## src/hdl/tach_pkg.sv

```systemverilog
// ----------------------------------------------------------------------------
// Tachometer package
// Shared widths, register indexes, input modes, controller states and control
// bundles.
// ----------------------------------------------------------------------------
package tach_pkg;

   localparam int SPEED_W          = 36;
   localparam int PERIOD_W         = 32;
   localparam int TIME_W           = 32;
   localparam int RATE_W           = 27;
   localparam int MARKS_W          = 8;
   localparam int LIMIT_W          = 32;
   localparam int DEN_W            = PERIOD_W + MARKS_W;
   localparam int SEC_PER_MIN      = 60;
   localparam int SEC_PER_MIN_W    = 6;
   localparam int FRAC_BITS_DEF    = 4;

   localparam int CSR_ADDR_W       = 2;
   localparam int CSR_DATA_W       = 32;

   localparam int REQ_DATA_W       = 64;
   localparam int RSP_DATA_W       = 40;

   localparam logic [RATE_W-1:0]  RATE_RST  = RATE_W'(1000000);
   localparam logic [MARKS_W-1:0] MARKS_RST = MARKS_W'(2);
   localparam logic [LIMIT_W-1:0] LIMIT_RST = LIMIT_W'(1000);

   localparam logic [SPEED_W-1:0] SPEED_MAX = {SPEED_W{1'b1}};

   typedef enum logic [CSR_ADDR_W-1:0] {
      CSR_TICK_RATE  = 2'd0,
      CSR_MARKS      = 2'd1,
      CSR_STALL_LIM  = 2'd2
   } csr_index_type;

   typedef enum logic {
      MODE_CAPTURE = 1'b0,
      MODE_POLL    = 1'b1
   } req_mode_type;

   typedef enum logic [1:0] {
      ST_IDLE,
      ST_LOAD,
      ST_DIV,
      ST_FINISH
   } state_type;

   typedef struct packed {
      logic take_item;
      logic load_ops;
      logic div_step;
      logic commit;
   } dp_cmd_type;

   typedef struct packed {
      logic div_last;
      logic out_free;
   } dp_status_type;

endpackage

```

## src/hdl/tach_ctrl.sv

```systemverilog
// ----------------------------------------------------------------------------
// Tachometer controller
// Sequences item intake, operand setup, serial divide and result commit.
// ----------------------------------------------------------------------------
module tach_ctrl
   import tach_pkg::*;
(
   input  logic          clock,
   input  logic          reset,
   input  logic          req_tvalid,
   output logic          req_tready,
   input  logic          is_capture,
   input  dp_status_type status,
   output dp_cmd_type    cmd
);

   state_type state_ff;
   state_type state_in;

   always_ff @(posedge clock) begin
      if (reset) begin
         state_ff <= ST_IDLE;
      end else begin
         state_ff <= state_in;
      end
   end

   always_comb begin
      state_in   = state_ff;
      req_tready = 1'b0;
      cmd        = '0;
      case (state_ff)
         ST_IDLE: begin
            req_tready = 1'b1;
            if (req_tvalid) begin
               cmd.take_item = 1'b1;
               // only a capture with a nonzero period needs the divider
               state_in = is_capture ? ST_LOAD : ST_FINISH;
            end
         end
         ST_LOAD: begin
            cmd.load_ops = 1'b1;
            state_in     = ST_DIV;
         end
         ST_DIV: begin
            cmd.div_step = 1'b1;
            if (status.div_last) begin
               state_in = ST_FINISH;
            end
         end
         ST_FINISH: begin
            // hold until the result register can take a new beat
            if (status.out_free) begin
               cmd.commit = 1'b1;
               state_in   = ST_IDLE;
            end
         end
         default: begin
            state_in = ST_IDLE;
         end
      endcase
   end

endmodule

```

## src/hdl/tach_dp.sv

```systemverilog
// ----------------------------------------------------------------------------
// Tachometer datapath
// Config registers, operand products, restoring divider, state and result.
// ----------------------------------------------------------------------------
module tach_dp
   import tach_pkg::*;
#(
   parameter int SPEED_FRAC_BITS = FRAC_BITS_DEF
)
(
   input  logic                  clock,
   input  logic                  reset,
   input  logic                  csr_we,
   input  logic [CSR_ADDR_W-1:0] csr_addr,
   input  logic [CSR_DATA_W-1:0] csr_wdata,
   input  logic                  req_mode,
   input  logic [PERIOD_W-1:0]   req_period,
   input  logic [TIME_W-1:0]     req_time,
   output logic                  is_capture,
   input  dp_cmd_type            cmd,
   output dp_status_type         status,
   output logic                  rsp_tvalid,
   input  logic                  rsp_tready,
   output logic [SPEED_W-1:0]    rsp_speed,
   output logic                  rsp_stalled
);

   localparam int MUL_W = RATE_W + SEC_PER_MIN_W;
   localparam int NUM_W = MUL_W + SPEED_FRAC_BITS;
   localparam int QX_W  = (NUM_W > SPEED_W) ? NUM_W : SPEED_W;
   localparam int CNT_W = $clog2(NUM_W);

   logic [RATE_W-1:0]   rate_ff;
   logic [MARKS_W-1:0]  marks_ff;
   logic [LIMIT_W-1:0]  limit_ff;

   logic                mode_ff;
   logic [PERIOD_W-1:0] period_ff;
   logic [TIME_W-1:0]   time_ff;

   logic [NUM_W-1:0]    num_ff;
   logic [NUM_W-1:0]    num_in;
   logic [DEN_W-1:0]    den_ff;
   logic [DEN_W-1:0]    rem_ff;
   logic [DEN_W-1:0]    rem_in;
   logic [CNT_W-1:0]    cnt_ff;

   logic [SPEED_W-1:0]  speed_ff;
   logic [SPEED_W-1:0]  speed_in;
   logic [TIME_W-1:0]   edge_ff;
   logic                stall_ff;
   logic                stall_in;

   logic                out_valid_ff;
   logic [SPEED_W-1:0]  out_speed_ff;
   logic                out_stall_ff;

   logic [DEN_W:0]      trial;
   logic [DEN_W:0]      trial_diff;
   logic                trial_ge;
   logic [QX_W-1:0]     quot_ext;
   logic                quot_over;
   logic [TIME_W-1:0]   elapsed;
   logic                capt_ok;

   // config writes
   always_ff @(posedge clock) begin
      if (reset) begin
         rate_ff  <= RATE_RST;
         marks_ff <= MARKS_RST;
         limit_ff <= LIMIT_RST;
      end else if (csr_we) begin
         case (csr_addr)
            CSR_TICK_RATE: rate_ff  <= csr_wdata[RATE_W-1:0];
            CSR_MARKS:     marks_ff <= csr_wdata[MARKS_W-1:0];
            CSR_STALL_LIM: limit_ff <= csr_wdata[LIMIT_W-1:0];
            default:       ;
         endcase
      end
   end

   assign is_capture = (req_mode == MODE_CAPTURE) && (req_period != '0);

   always_ff @(posedge clock) begin
      if (cmd.take_item) begin
         mode_ff   <= req_mode;
         period_ff <= req_period;
         time_ff   <= req_time;
      end
   end

   // one restoring divide step: shift a numerator bit into the remainder
   assign trial      = {rem_ff, num_ff[NUM_W-1]};
   assign trial_ge   = trial >= {1'b0, den_ff};
   assign trial_diff = trial - {1'b0, den_ff};
   assign rem_in     = trial_ge ? trial_diff[DEN_W-1:0] : trial[DEN_W-1:0];
   assign num_in     = {num_ff[NUM_W-2:0], trial_ge};

   always_ff @(posedge clock) begin
      if (cmd.load_ops) begin
         num_ff <= NUM_W'(MUL_W'(rate_ff) * MUL_W'(SEC_PER_MIN)) << SPEED_FRAC_BITS;
         den_ff <= DEN_W'(period_ff) * DEN_W'(marks_ff);
         rem_ff <= '0;
         cnt_ff <= '0;
      end else if (cmd.div_step) begin
         num_ff <= num_in;
         rem_ff <= rem_in;
         cnt_ff <= cnt_ff + 1'b1;
      end
   end

   assign status.div_last = (cnt_ff == CNT_W'(NUM_W - 1));
   assign status.out_free = !out_valid_ff || rsp_tready;

   // num_ff holds the quotient once the divide finishes
   assign quot_ext  = QX_W'(num_ff);
   assign quot_over = (quot_ext >> SPEED_W) != '0;
   assign elapsed   = time_ff - edge_ff;
   assign capt_ok   = (mode_ff == MODE_CAPTURE) && (period_ff != '0);

   always_comb begin
      speed_in = speed_ff;
      stall_in = stall_ff;
      if (capt_ok) begin
         if (den_ff == '0 || quot_over) begin
            speed_in = SPEED_MAX;
         end else begin
            speed_in = quot_ext[SPEED_W-1:0];
         end
         stall_in = 1'b0;
      end else if ((mode_ff == MODE_POLL) && !stall_ff && (elapsed > limit_ff)) begin
         speed_in = '0;
         stall_in = 1'b1;
      end
   end

   always_ff @(posedge clock) begin
      if (reset) begin
         speed_ff <= '0;
         edge_ff  <= '0;
         stall_ff <= 1'b0;
      end else if (cmd.commit) begin
         speed_ff <= speed_in;
         stall_ff <= stall_in;
         if (capt_ok) begin
            edge_ff <= time_ff;
         end
      end
   end

   // result register: load on commit, drop once the beat is taken
   always_ff @(posedge clock) begin
      if (reset) begin
         out_valid_ff <= 1'b0;
      end else if (cmd.commit) begin
         out_valid_ff <= 1'b1;
      end else if (rsp_tready) begin
         out_valid_ff <= 1'b0;
      end
   end

   always_ff @(posedge clock) begin
      if (cmd.commit) begin
         out_speed_ff <= speed_in;
         out_stall_ff <= stall_in;
      end
   end

   assign rsp_tvalid  = out_valid_ff;
   assign rsp_speed   = out_speed_ff;
   assign rsp_stalled = out_stall_ff;

endmodule

```

## src/hdl/tachometer_speed_with_stall_top.sv

```systemverilog
// Sequence: a capture with nonzero period goes from accept through operand load and the
// one-bit-per-cycle restoring divider to commit. A poll or a zero-period capture goes
// from accept straight to commit. Throughput: one item at a time.
// A new beat is accepted while the previous result still waits on rsp.
// Reset: synchronous, active high; clears speed, edge time, stall flag and
// loads the default config (1 MHz tick, 2 marks, 1000 ms stall limit).
// ----------------------------------------------------------------------------
// Tachometer speed with stall detection
// Period capture to rpm (fixed point) and timeout-based stall flag.
// ----------------------------------------------------------------------------
module tachometer_speed_with_stall_top
   import tach_pkg::*;
#(
   parameter int SPEED_FRAC_BITS = FRAC_BITS_DEF
)
(
   input  logic                  clock,
   input  logic                  reset,
   input  logic                  csr_we,
   input  logic [CSR_ADDR_W-1:0] csr_addr,
   input  logic [CSR_DATA_W-1:0] csr_wdata,
   input  logic                  req_tvalid,
   output logic                  req_tready,
   input  logic [REQ_DATA_W-1:0] req_tdata,   // period_count [31:0], time_ms [63:32]
   input  logic                  req_tuser,   // mode
   output logic                  rsp_tvalid,
   input  logic                  rsp_tready,
   output logic [RSP_DATA_W-1:0] rsp_tdata,   // speed_rpm_q4 [35:0], zero pad [39:36]
   output logic                  rsp_tuser    // is_stalled
);

   dp_cmd_type         cmd;
   dp_status_type      status;
   logic               is_capture;
   logic [SPEED_W-1:0] rsp_speed;

   tach_ctrl u_ctrl (
      .clock      (clock),
      .reset      (reset),
      .req_tvalid (req_tvalid),
      .req_tready (req_tready),
      .is_capture (is_capture),
      .status     (status),
      .cmd        (cmd)
   );

   tach_dp #(
      .SPEED_FRAC_BITS (SPEED_FRAC_BITS)
   ) u_dp (
      .clock       (clock),
      .reset       (reset),
      .csr_we      (csr_we),
      .csr_addr    (csr_addr),
      .csr_wdata   (csr_wdata),
      .req_mode    (req_tuser),
      .req_period  (req_tdata[PERIOD_W-1:0]),
      .req_time    (req_tdata[PERIOD_W +: TIME_W]),
      .is_capture  (is_capture),
      .cmd         (cmd),
      .status      (status),
      .rsp_tvalid  (rsp_tvalid),
      .rsp_tready  (rsp_tready),
      .rsp_speed   (rsp_speed),
      .rsp_stalled (rsp_tuser)
   );

   assign rsp_tdata = RSP_DATA_W'(rsp_speed);

endmodule

```

## config.mk

```make
export PLATFORM = sky130hd
export DESIGN_NAME = tachometer_speed_with_stall_top
export DESIGN_NICKNAME = d
export VERILOG_FILES = /design/src/hdl/tach_pkg.sv /design/src/hdl/tach_ctrl.sv /design/src/hdl/tach_dp.sv /design/src/hdl/tachometer_speed_with_stall_top.sv
export SDC_FILE = /design/constraint.sdc
export NUM_CORES = 1
export LEC_CHECK = 0
export BUFFER_PORTS_ARGS = -buffer_cell sky130_fd_sc_hd__clkbuf_2
export CORE_ASPECT_RATIO = 0.7
export CORE_UTILIZATION = 35
export CTS_CLUSTER_DIAMETER = 200
export DETAILED_ROUTE_END_ITERATION = 12
export PLACE_DENSITY_LB_ADDON = 0.25
export SETUP_SLACK_MARGIN = 0.05
export SYNTH_ARGS = -nofsm -noshare
export SYNTH_HDL_FRONTEND = slang
export SYNTH_SLANG_ARGS = --single-unit
export TNS_END_PERCENT = 30
```

## constraint.sdc

```tcl
create_clock -name clock -period 5.3 [get_ports clock]
set_input_delay 1.06 -clock clock [delete_from_list [all_inputs] [get_ports clock]]
set_output_delay 1.06 -clock clock [all_outputs]
set_load 0.01 [all_outputs]
```

==> impl_metrics.csv, run 1 <==
group,metric,value,unit
logic_synthesis,synth.top_cells.by_area,"sky130_fd_sc_hd__edfxtp_1 18%, sky130_fd_sc_hd__fa_1 16%, sky130_fd_sc_hd__dfxtp_1 13%, sky130_fd_sc_hd__ha_1 8.9%, sky130_fd_sc_hd__nand2_1 6.2%",
clocking,hold_fix_buffer_count_after_cts,0,
clocking,clock_path_buffers,3,
sta,slew-limit-headroom,24.4,%
route,drt_first_iter_violations,1485,
clocking,clk_pin_slew_worst_paths,0.06,ns
cells_and_area,fillerInstances,8027,
floorplan,core_region_area,80600,um2
clocking,cts_sinks,364,
power,power_density,430,nW/um2
clocking,tritoncts,"done",
route,drtPass1Iterations,6,
cells_and_area,area_growth,17.0,%
hold_path,hold_class,"register to register",
outcome,run_status,"finished with violations",
route,totalWireLength,75500,um
clocking,cts_htree_levels,2,
logic_synthesis,synthesis.area,28500,um2
logic_synthesis,syn-mean-instance-area,9.12,um2
power,comb_power_share,50.2,%
sta,timing.final.crit_share,101,%
floorplan,die_area,82500,um2
grt,globalRouteOverflowTotal,0,
route,postRouteAntennaNets,0,
logic_synthesis,netlist.area_leader.share,18.2,%
clocking,clk_root_buffer_cell,"sky130_fd_sc_hd__clkbuf_16",
route,route.detailed.vias_per_inst,4.92,
grt,grt_pass1_wl,119000,um
sta,post-route-worst-setup-slack,-0.0478,ns
setup_path,startpoint_type,"register",
logic_synthesis,post_synth_num_cell_types,85,
power,p_switching,0.00598,W
grt,initial_antenna_violation_count,3,
job,maxCapViolations,0,
sta,hold_viol_final,0,
logic_synthesis,synth_flop_cell,"sky130_fd_sc_hd__dfxtp_1",
sta,hold_ws,0.452,ns
grt,grtUsageTotal,18.1,%
clocking,cts-buffers-inserted,42,
sta,final_total_negative_setup_slack,-0.0686,ns
setup_path,reg2reg_slack,-0.05,ns
sta,grt_setup_unrepaired,"yes",
placed_design,count_of_buffers_inserted_at_the_top_level_ports,142,
placed_design,hpwl,56800,um
sta,fin_skew,0.0393,ns
logic_synthesis,netlist.top_cell.by_area,"sky130_fd_sc_hd__edfxtp_1",
sta,final-max-slew-violation-count,0,
logic_synthesis,ys_seq_elements,364,
setup_path,worst_ep_required_time,5.66,ns
power,total_power,0.0143,W
route,route.detailed.wl_per_inst,16.9,um
setup_path,cp.arrival,5.71,ns
power,p_leak,14.5,nW
logic_synthesis,synthArstFlopShare,0,%
power,peakVddDrop,0.290,mV
placed_design,gp_congestion,0.883,
outcome,violated_checks,"negative setup slack",
power,seq_power_share,29.8,%
power,switching_share,41.7,%
route,drc_errors,0,
setup_path,crit_path_end_kind,"register",
clocking,clk_latency,0.61,ns
floorplan,core.rowCount,87,
power,power.clock.fraction,19.9,%
setup_path,timing_worst_setup_path_type,"register to register",
cells_and_area,layout-drive-gt1-share,14.5,%
cells_and_area,num-nets-final,3896,
setup_path,crit_fanout,6,
sta,tightest_slew,1.13,ns
logic_synthesis,ys.warnings.count,0,
logic_synthesis,netlist_instances,3124,
floorplan,width_of_the_die,343,um
sta,period_needed,5.35,ns
power,internal_power,0.00835,W
floorplan,die_h,241,um
sta,max_clock_freq,187,MHz
grt,grt_max_degree,90,
floorplan,initial_utilization,35.4,%
route,detailroute.via_count,21934,
floorplan,num_io_pins,147,
logic_synthesis,yosys.cell_count.top_type,"sky130_fd_sc_hd__nand2_1",
logic_synthesis,number_of_synthesized_flops_with_an_enable_pin,173,
sta,setup_viol,2,
placed_design,worst_slack_placed,-0.118,ns
logic_synthesis,sequential_cell_area_fraction_in_the_yosys_report,31.7,%
logic_synthesis,post_synth_most_frequent_cells,"473 x sky130_fd_sc_hd__nand2_1, 325 x sky130_fd_sc_hd__inv_1, 233 x sky130_fd_sc_hd__fa_1",
grt,grt_pass1_vias,20712,
## flip-flops by register name (all words and copies together), names as in the netlist, 2 cells and up
name	count
u_dp.rate_ff	27
u_dp.cnt_ff	6
u_dp.rem_ff	40
u_dp.period_ff	32
u_ctrl.state_ff	2
u_dp.num_ff	37
u_dp.den_ff	40
u_dp.speed_ff	36
u_dp.limit_ff	32
u_dp.marks_ff	8
u_dp.time_ff	32
u_dp.rsp_speed	36
u_dp.edge_ff	32
## worst max-delay path: stages, from the launching register on
cell	delay [ns]
sky130_fd_sc_hd__edfxtp_1	0.51
sky130_fd_sc_hd__buf_6	0.17
sky130_fd_sc_hd__and2_4	0.15
sky130_fd_sc_hd__fa_2	0.54
sky130_fd_sc_hd__fa_1	0.43
sky130_fd_sc_hd__fa_1	0.52
sky130_fd_sc_hd__inv_2	0.04
sky130_fd_sc_hd__fa_1	0.49
sky130_fd_sc_hd__inv_2	0.05
sky130_fd_sc_hd__ha_4	0.17
sky130_fd_sc_hd__a2111oi_4	0.36
sky130_fd_sc_hd__o21ai_2	0.11
sky130_fd_sc_hd__a41o_1	0.23
sky130_fd_sc_hd__a31oi_4	0.19
sky130_fd_sc_hd__a21oi_2	0.09
sky130_fd_sc_hd__o41ai_2	0.34
sky130_fd_sc_hd__o311ai_1	0.15
sky130_fd_sc_hd__a31oi_1	0.30
sky130_fd_sc_hd__o21ai_1	0.11
sky130_fd_sc_hd__xor2_1	0.14
## power by group through the flow
| stage | Clock [W] | Sequential, W | Combinational (W) |
|---|---|---|---|
| CTS | 0.00296 | 0.00427 | 0.00702 |
| global route | 0.00304 | 0.00435 | 0.00809 |
| finish | 0.00285 | 0.00428 | 0.00720 |
| detailed placement | 0 | 0.00433 | 0.00690 |
| floorplan | 0 | 0.00417 | 0.00500 |
| global placement | 0 | 0.00432 | 0.00689 |
## cells in the final DEF (no fill, tap or decap), types with 28 or more instances in the layout
master / Yosys / routed
sky130_fd_sc_hd__a21o_1: 74 / 74
sky130_fd_sc_hd__o22ai_1: 38 / 37
sky130_fd_sc_hd__buf_4: 5 / 150
sky130_fd_sc_hd__edfxtp_1: 173 / 173
sky130_fd_sc_hd__ha_1: 203 / 192
sky130_fd_sc_hd__nor3_1: 30 / 28
sky130_fd_sc_hd__nor4_1: 28 / 28
sky130_fd_sc_hd__o21ai_0: 119 / 115
sky130_fd_sc_hd__nand4_1: 29 / 29
sky130_fd_sc_hd__xnor2_1: 76 / 75
sky130_fd_sc_hd__xor2_1: 41 / 40
sky130_fd_sc_hd__nand3_1: 30 / 29
sky130_fd_sc_hd__clkbuf_16: 0 / 48
sky130_fd_sc_hd__nor2_1: 180 / 177
sky130_fd_sc_hd__nand2_1: 473 / 473
sky130_fd_sc_hd__a211oi_1: 34 / 31
sky130_fd_sc_hd__inv_1: 325 / 320
sky130_fd_sc_hd__dfxtp_1: 191 / 188
sky130_fd_sc_hd__and2_1: 209 / 192
sky130_fd_sc_hd__a21oi_1: 210 / 205
sky130_fd_sc_hd__clkbuf_2: 0 / 141
sky130_fd_sc_hd__fa_1: 233 / 228
## logic make-up after synthesis
| kind of cell | Yosys count | synth area share (%) |
|---|---|---|
| adder cells (fa/ha/maj) | 436 | 25.3 |
| XOR/XNOR | 117 | 3.60 |
| flip-flops | 364 | 31.7 |
| AND/OR/NAND/NOR | 1079 | 17.9 |
| AO/OA/AOI/OAI | 641 | 14.3 |
| other | 1 | 0.0132 |
| buffers and inverters | 460 | 6.34 |
| multiplexers | 26 | 0.927 |
## path summary, 6_finish.rpt
| check | from | endpoint | cells past startpoint |
|---|---|---|---|
| max | u_dp.period_ff[6]$_DFFE_PP_ | u_dp.den_ff[38]$_DFFE_PP_ | 19 |
| max reg2reg | u_dp.period_ff[6]$_DFFE_PP_ | u_dp.den_ff[38]$_DFFE_PP_ | 19 |
| min reg2reg | u_dp.edge_ff[15]$_SDFFE_PP0P_ | u_dp.edge_ff[15]$_SDFFE_PP0P_ | 2 |
| min | u_dp.edge_ff[15]$_SDFFE_PP0P_ | u_dp.edge_ff[15]$_SDFFE_PP0P_ | 2 |
## stage by stage
step / util [%] / std cells / area [um2]
final: 41.4 / 4458 / 33300
after global routing: 41.4 / 4458 / 33300
after CTS: 40.9 / 4440 / 32900
after detailed placement: 38.9 / 4347 / 31400
after global placement: 38.9 / 4347 / 31400
after floorplan: - / 3127 / 28600
## per-layer routing
layer | wire length [um] | global-route usage [%]
met1 | 41900 | 30.1
met2 | 27300 | 22.7
met3 | 4850 | 3.69
met4 | 1410 | 4.07
met5 | 0 | 0
## what timing repair did
item | 4_1_cts | 5_1_grt
gates cloned | 0 | 7
setup buffers | 17 | 9
gates resized for setup | 27 | 51
pin swaps | 27 | 54
endpoints found under the setup margin | 49 | 89
## cell type report
| class | count | area, um2 | share of cell area, % |
|---|---|---|---|
| clock buffer | 58 | 1190 | 3.58 |
| inverter | 327 | 1230 | 3.68 |
| tap | 1068 | 1340 | 4.01 |
| antenna | 2 | 5.00 | 0.0150 |
| clock inverter | 18 | 125 | 0.375 |
| multi-input combinational | 2303 | 18100 | 54.3 |
| timing repair buffer | 318 | 2300 | 6.92 |
| sequential | 364 | 9020 | 27.1 |
No activity file was read; power rests on OpenSTA's default activity.
==> inputs of run 2 (changes only) <==
- CORE_UTILIZATION: 35 -> 40
==> run 2 against run 1 <==
Net effect:
- the flow still finishes with violations (negative setup slack)
- setup slack better by 0.037 ns
- register-to-register slack better by 0.04 ns
- core utilization up 5.8 points
- routed wire length shrank 2.5%
- power increased by 0.39%
- count of clock-buffer cells in the layout decreased by 2
- first-iteration DRC count rose by 8.3%
- critical path depth shrank 2
- cell area is 0.66% lower
- sequential power is essentially flat
- critical endpoint is now u_dp.den_ff[39]$_DFFE_PP_
==> impl_metrics.csv, run 2 (synthesis results as in run 1) <==
group,metric,value,unit
cells_and_area,final_cell_area,33100,um2
setup_path,startpoint_type,"register",
floorplan,die_h,225,um
placed_design,place.detailed.instances,4233,
cells_and_area,footprint_of_the_multi_input_gates,18100,um2
clocking,clock_path_buffers,3,
power,power_density,434,nW/um2
grt,initial_antenna_violation_count,5,
setup_path,cp.buffers_inverters,2,
setup_path,cp_common_cell,"sky130_fd_sc_hd__fa_1",
route,drt_first_iter_violations,1608,
sta,slew-limit-headroom,25.1,%
clocking,clk_root_buffer_cell,"sky130_fd_sc_hd__clkbuf_16",
sta,hold_ws,0.451,ns
setup_path,timing_worst_setup_path_type,"register to register",
setup_path,rr_startpoint,"u_dp.period_ff[7]$_DFFE_PP_",
setup_path,crit_path_end_kind,"register",
sta,setup_viol,1,
floorplan,core_region_area,70100,um2
cells_and_area,reg.largest.list,"u_dp.den_ff x40, u_dp.rem_ff x40, u_dp.num_ff x37",
setup_path,worst_setup_path_startpoint,"u_dp.period_ff[7]$_DFFE_PP_",
route,detailroute.via_count,22087,
placed_design,count_of_buffers_inserted_at_the_top_level_ports,142,
cells_and_area,area_growth,16.2,%
route,route.detailed.vias_per_inst,5.09,
job,maxCapViolations,0,
sta,period_needed,5.31,ns
route,route.detailed.wl_per_inst,17.0,um
sta,timing.final.crit_share,100,%
hold_path,hold_class,"register to register",
setup_path,sequence_of_cells_on_the_critical_path,"and2_4, fa_1, fa_1, fa_1, inv_2, fa_1, inv_2, ha_4, a21o_1, a221o_1, or2_1, a21oi_2, o31ai_2, a2111o_1, a31oi_4, o31ai_1, xnor2_1",
cells_and_area,layoutNonFillerInstCount,4341,
clocking,cts_htree_levels,2,
setup_path,worst_ep_required_time,5.64,ns
placed_design,worst_slack_placed,-0.206,ns
clocking,cts-buffers-inserted,40,
sta,hold_viol_final,0,
placed_design,gp_congestion,0.898,
floorplan,core.rowCount,81,
placed_design,hpwl,55000,um
clocking,hold_fix_buffer_count_after_cts,0,
cells_and_area,layout.cells.most_common,"sky130_fd_sc_hd__nand2_1",
route,drtPass1Iterations,5,
route,totalWireLength,73600,um
clocking,clk_latency,0.60,ns
sta,grt_setup_unrepaired,"yes",
sta,fin_skew,0.0359,ns
floorplan,initial_utilization,40.6,%
cells_and_area,ff_latch_area,9020,um2
grt,grt_pass1_vias,20639,
floorplan,num_io_pins,147,
setup_path,cp.arrival,5.65,ns
power,peakVddDrop,0.367,mV
outcome,run_status,"finished with violations",
cells_and_area,layout.cells.most_common_list,"473 x sky130_fd_sc_hd__nand2_1, 318 x sky130_fd_sc_hd__inv_1, 232 x sky130_fd_sc_hd__fa_1",
route,drc_errors,0,
cells_and_area,layout-drive-gt1-share,14.2,%
outcome,violated_checks,"negative setup slack",
clocking,cts_sinks,364,
sta,tightest_slew,1.12,ns
power,p_leak,14.4,nW
cells_and_area,fillerInstances,6856,
floorplan,die_area,72300,um2
grt,grt_max_degree,106,
grt,grt_pass1_wl,116000,um
hold_path,holdCritStartpoint,"u_dp.speed_ff[25]$_SDFFE_PP0P_",
floorplan,width_of_the_die,321,um
setup_path,cp_slowest_stage_delay,0.58,ns
grt,grtUsageTotal,20.2,%
setup_path,critical_path.top_delay_family,"adder cells",
setup_path,crit_fanout,7,
sta,final-max-slew-violation-count,0,
sta,max_clock_freq,188,MHz
sta,post-route-worst-setup-slack,-0.0104,ns
clocking,tritoncts,"done",
cells_and_area,num-nets-final,3892,
grt,globalRouteOverflowTotal,0,
route,postRouteAntennaNets,0,
clocking,clk_pin_slew_worst_paths,0.06,ns
setup_path,cp_slowest_cell,"sky130_fd_sc_hd__fa_1",
placed_design,postPlaceCellArea,31200,um2
power,total_power,0.0144,W
-- run 2: cell types whose count changed in the layout (fill, tap and decap cells not counted), moves of 4 or more --
| cell | previous run | this run |
|---|---|---|
| sky130_fd_sc_hd__fa_2 | 5 | 1 |
| sky130_fd_sc_hd__clkinv_2 | 9 | 2 |
| sky130_fd_sc_hd__fa_1 | 228 | 232 |
| sky130_fd_sc_hd__buf_4 | 150 | 154 |
| sky130_fd_sc_hd__clkbuf_16 | 48 | 44 |
| sky130_fd_sc_hd__and2_1 | 192 | 196 |
| sky130_fd_sc_hd__ha_2 | 1 | 6 |
| sky130_fd_sc_hd__buf_6 | 10 | 5 |
| sky130_fd_sc_hd__bufinv_16 | 0 | 4 |
| sky130_fd_sc_hd__and2_4 | 18 | 13 |
-- run 2: final cells by class --
cell class / instances / share of cell area (%)
clock buffers: 56 / 3.45
flip-flops and latches: 364 / 27.3
well taps: 954 / 3.61
diodes: 4 / 0.0302
repair buffers: 316 / 6.72
clock inverters: 17 / 0.624
multi-input cells: 2303 / 54.6
inverters: 327 / 3.71
-- run 2: per-layer routing --
| metal | vias to the layer above | track usage, % | share of wire [%] |
|---|---|---|---|
| met3 | 75 | 4.39 | 8.0 |
| met5 | - | 0 | 0.018 |
| met2 | 605 | 25.8 | 37 |
| li1 | 10980 | - | - |
| met4 | 2 | 4.27 | 1.5 |
| met1 | 10425 | 33.3 | 53 |
-- run 2: worst reg2reg max path, cell delays in order (launching register included) --
cell and delay (ns):
sky130_fd_sc_hd__edfxtp_1 0.52, sky130_fd_sc_hd__and2_4 0.20, sky130_fd_sc_hd__fa_1 0.51, sky130_fd_sc_hd__fa_1 0.54, sky130_fd_sc_hd__fa_1 0.58, sky130_fd_sc_hd__inv_2 0.05, sky130_fd_sc_hd__fa_1 0.54, sky130_fd_sc_hd__inv_2 0.05
sky130_fd_sc_hd__ha_4 0.21, sky130_fd_sc_hd__a21o_1 0.17, sky130_fd_sc_hd__a221o_1 0.35, sky130_fd_sc_hd__or2_1 0.23, sky130_fd_sc_hd__a21oi_2 0.16, sky130_fd_sc_hd__o31ai_2 0.09, sky130_fd_sc_hd__a2111o_1 0.42, sky130_fd_sc_hd__a31oi_4 0.19
sky130_fd_sc_hd__o31ai_1 0.12, sky130_fd_sc_hd__xnor2_1 0.15
-- run 2: stage by stage --
step | setup TNS [ns] | util, %
after CTS | -0.0449 | 46.7
after floorplan | 0 | -
after detailed placement | -2.75 | 44.5
final | -0.0104 | 47.2
after global placement | -1.06 | 44.5
after global routing | -1.61 | 47.2
-- run 2: final timing paths --
| kind | endpoint | slack, ns | cells after the start |
|---|---|---|---|
| hold reg to reg | u_dp.speed_ff[25]$_SDFFE_PP0P_ | 0.45 | 2 |
| setup reg to reg | u_dp.den_ff[39]$_DFFE_PP_ | -0.01 | 17 |
| setup / recovery | u_dp.den_ff[39]$_DFFE_PP_ | -0.01 | 17 |
| hold / removal | u_dp.speed_ff[25]$_SDFFE_PP0P_ | 0.45 | 2 |
-- run 2: report_power, final --
| group | total, W | switching, W | leakage (nW) | internal, W |
|---|---|---|---|---|
| Combinational | 0.00718 | 0.00422 | 10.6 | 0.00296 |
| Sequential | 0.00428 | 0.000475 | 3.20 | 0.00380 |
| Clock | 0.00292 | 0.00122 | 0.661 | 0.00171 |
| Total | 0.0144 | 0.00591 | 14.4 | 0.00847 |
-- run 2: timing repair --
item | CTS | global route
buffers inserted | 15 | 10
endpoints found under the setup margin | 80 | 88
cloned | 0 | 6
gates resized for setup | 24 | 47
pin swaps | 25 | 34
==> inputs of run 3 (changes only) <==
--- a/config.mk
+++ b/config.mk
@@ -9,3 +9,4 @@
 export CORE_ASPECT_RATIO = 0.7
-export CORE_UTILIZATION = 40
+export CORE_MARGIN = 3
+export CORE_UTILIZATION = 57
 export CTS_CLUSTER_DIAMETER = 200
==> constraint.sdc (replaced) <==
create_clock -name clock -period 5.3 [get_ports clock]
set_input_delay 0.795 -clock clock [delete_from_list [all_inputs] [get_ports clock]]
set_output_delay 0.795 -clock clock [all_outputs]
set_load 0.01 [all_outputs]
==> run 3 against run 2 <==
Net effect:
- critical path depth up 1
- maximum frequency up 0.26%
- combinational power hardly changed
- die area fell by 27%
- final cell count down 7.5%
- the run now ends clean
- flip-flop and latch count is the same
- clock power is 11% lower
==> impl_metrics.csv, run 3 (synthesis results as in run 1) <==
group,metric,value,unit
sta,max_clock_freq,189,MHz
grt,grtUsageTotal,27.4,%
sta,timing.final.crit_share,99.9,%
power,seq_power_share,30.6,%
setup_path,crit_path_end_kind,"register",
route,drt_first_iter_violations,1984,
power,switching_share,42.2,%
hold_path,hold_class,"input port to register",
grt,initial_antenna_violation_count,1,
power,comb_power_share,51.0,%
cells_and_area,layout.cells.most_common_list,"450 x sky130_fd_sc_hd__nand2_1, 320 x sky130_fd_sc_hd__inv_1, 226 x sky130_fd_sc_hd__fa_1",
cells_and_area,area_growth,14.6,%
clocking,clk_root_buffer_cell,"sky130_fd_sc_hd__clkbuf_16",
placed_design,gp_congestion,0.933,
cells_and_area,num-nets-final,3872,
route,detailroute.via_count,23133,
setup_path,sequence_of_cells_on_the_critical_path,"buf_4, and2_1, fa_1, fa_1, fa_1, inv_1, fa_1, inv_1, ha_4, buf_4, a221o_1, or2_1, a21oi_2, o31ai_2, a2111o_1, a31oi_4, o31ai_2, xor2_1",
setup_path,cp_common_cell,"sky130_fd_sc_hd__fa_1",
route,drc_errors,0,
floorplan,num_io_pins,147,
sta,final_total_negative_setup_slack,0,ns
sta,tightest_slew,1.35,ns
grt,grt_pass1_wl,117000,um
setup_path,worst_ep_required_time,5.58,ns
cells_and_area,n_diodes,0,
sta,setup_viol,0,
sta,final-max-slew-violation-count,0,
power,p_leak,14.3,nW
cells_and_area,layout-drive-gt1-share,15.5,%
outcome,run_status,"complete, no violations",
grt,globalRouteOverflowTotal,0,
power,power_density,432,nW/um2
floorplan,initial_utilization,58.6,%
cells_and_area,reg.largest.list,"u_dp.den_ff x40, u_dp.rem_ff x40, u_dp.num_ff x37",
sta,slew-limit-headroom,9.73,%
sta,period_needed,5.30,ns
floorplan,die_area,52700,um2
setup_path,critical_path.top_delay_family,"adder cells",
setup_path,cp.arrival,5.58,ns
job,maxCapViolations,0,
setup_path,timing_worst_setup_path_type,"register to register",
route,postRouteAntennaNets,0,
sta,hold_viol_final,0,
power,p_switching,0.00595,W
power,power.clock.fraction,18.4,%
route,route.detailed.vias_per_inst,5.76,
route,route.detailed.wl_per_inst,18.4,um
cells_and_area,fillerInstances,3874,
clocking,cts-buffers-inserted,37,
clocking,cts_htree_levels,2,
clocking,clock_path_buffers,3,
clocking,clk_latency,0.56,ns
cells_and_area,layout.cells.most_common,"sky130_fd_sc_hd__nand2_1",
setup_path,cp_slowest_stage_delay,0.55,ns
floorplan,core_region_area,48600,um2
setup_path,cp.buffers_inverters,4,
floorplan,core.rowCount,67,
power,internal_power,0.00816,W
sta,fin_skew,0.0245,ns
floorplan,width_of_the_die,273,um
placed_design,hpwl,56100,um
route,totalWireLength,74000,um
clocking,tritoncts,"done",
placed_design,count_of_buffers_inserted_at_the_top_level_ports,142,
route,drtPass1Iterations,6,
cells_and_area,postLayoutCoreUtil,67.2,%
power,peakVddDrop,0.412,mV
clocking,cts_sinks,364,
sta,grt_setup_unrepaired,"yes",
clocking,clk_pin_slew_worst_paths,0.07,ns
setup_path,startpoint_type,"register",
grt,grt_pass1_vias,22059,
setup_path,crit_fanout,7,
setup_path,cp_slowest_cell,"sky130_fd_sc_hd__fa_1",
floorplan,die_h,193,um
grt,grt_max_degree,114,
run 3: path summary, 6_finish.rpt:
kind | from | to | slack, ns | cells past startpoint
worst max-delay path | u_dp.period_ff[9]$_DFFE_PP_ | u_dp.den_ff[35]$_DFFE_PP_ | 0.003 | 18
worst min-delay path | req_tdata[59] | u_dp.time_ff[27]$_DFFE_PP_ | 0.41 | 1
worst max register to register | u_dp.period_ff[9]$_DFFE_PP_ | u_dp.den_ff[35]$_DFFE_PP_ | 0.003 | 18
worst min register to register | u_dp.speed_ff[19]$_SDFFE_PP0P_ | u_dp.speed_ff[19]$_SDFFE_PP0P_ | 0.45 | 2
run 3: routing by layer:
layer  vias up  wire length, um  part of all wire [%]  global-route usage, %
li1      10934                -                     -                      -
met1     11152            35800                    48                   43.9
met2       948            30400                    41                   38.6
met3        97             6570                   8.9                   5.02
met4         2             1160                   1.6                   5.11
met5         -                8                 0.011                      0
run 3: power groups by stage:
stage	combinational (W)	sequential [W]	clock, W
floorplan	0.00500	0.00417	0
global route	0.00800	0.00437	0.00275
CTS	0.00689	0.00429	0.00264
finish	0.00721	0.00431	0.00260
global placement	0.00649	0.00432	0
detailed placement	0.00673	0.00434	0
run 3: worst register-to-register path, delay by kind of cell (launching register included):
family	cells	cell delay [ns]
buffers and inverters	4	0.46
AO/OA/AOI/OAI	6	1.33
adder cells (fa/ha/maj)	5	2.20
AND/OR/NAND/NOR	2	0.41
flip-flops	1	0.49
XOR/XNOR	1	0.14
run 3: timing repair:
item | CTS | global route
endpoints found under the setup margin | 83 | 88
hold buffers | 0 | 0
buffers inserted | 12 | 11
gates cloned | 0 | 6
pin swaps | 71 | 63
gates resized for setup | 57 | 88
run 3: through the flow:
stage	cells	instance area [um2]	worst slack (ns)	hold slack (ns)	power (W)
2_1_floorplan	3127	28600	0.0504	0.425	0.00917
3_3_place_gp	3919	30700	-0.117	0.433	0.0108
3_5_place_dp	3919	30700	-0.196	0.442	0.0111
4_1_cts	3999	32200	0.0289	0.389	0.0138
5_1_grt	4016	32700	-0.138	0.389	0.0151
6_report	4016	32700	0.00335	0.410	0.0141
run 3: final cells by class:
cell class | instances | area (um2) | area share (%)
clock buffer | 47 | 1020 | 3.14
clock inverter | 21 | 174 | 0.533
inverter | 327 | 1230 | 3.76
multi-input combinational | 2303 | 18300 | 56.0
sequential | 364 | 9030 | 27.6
tap | 655 | 820 | 2.51
timing repair buffer | 299 | 2080 | 6.38
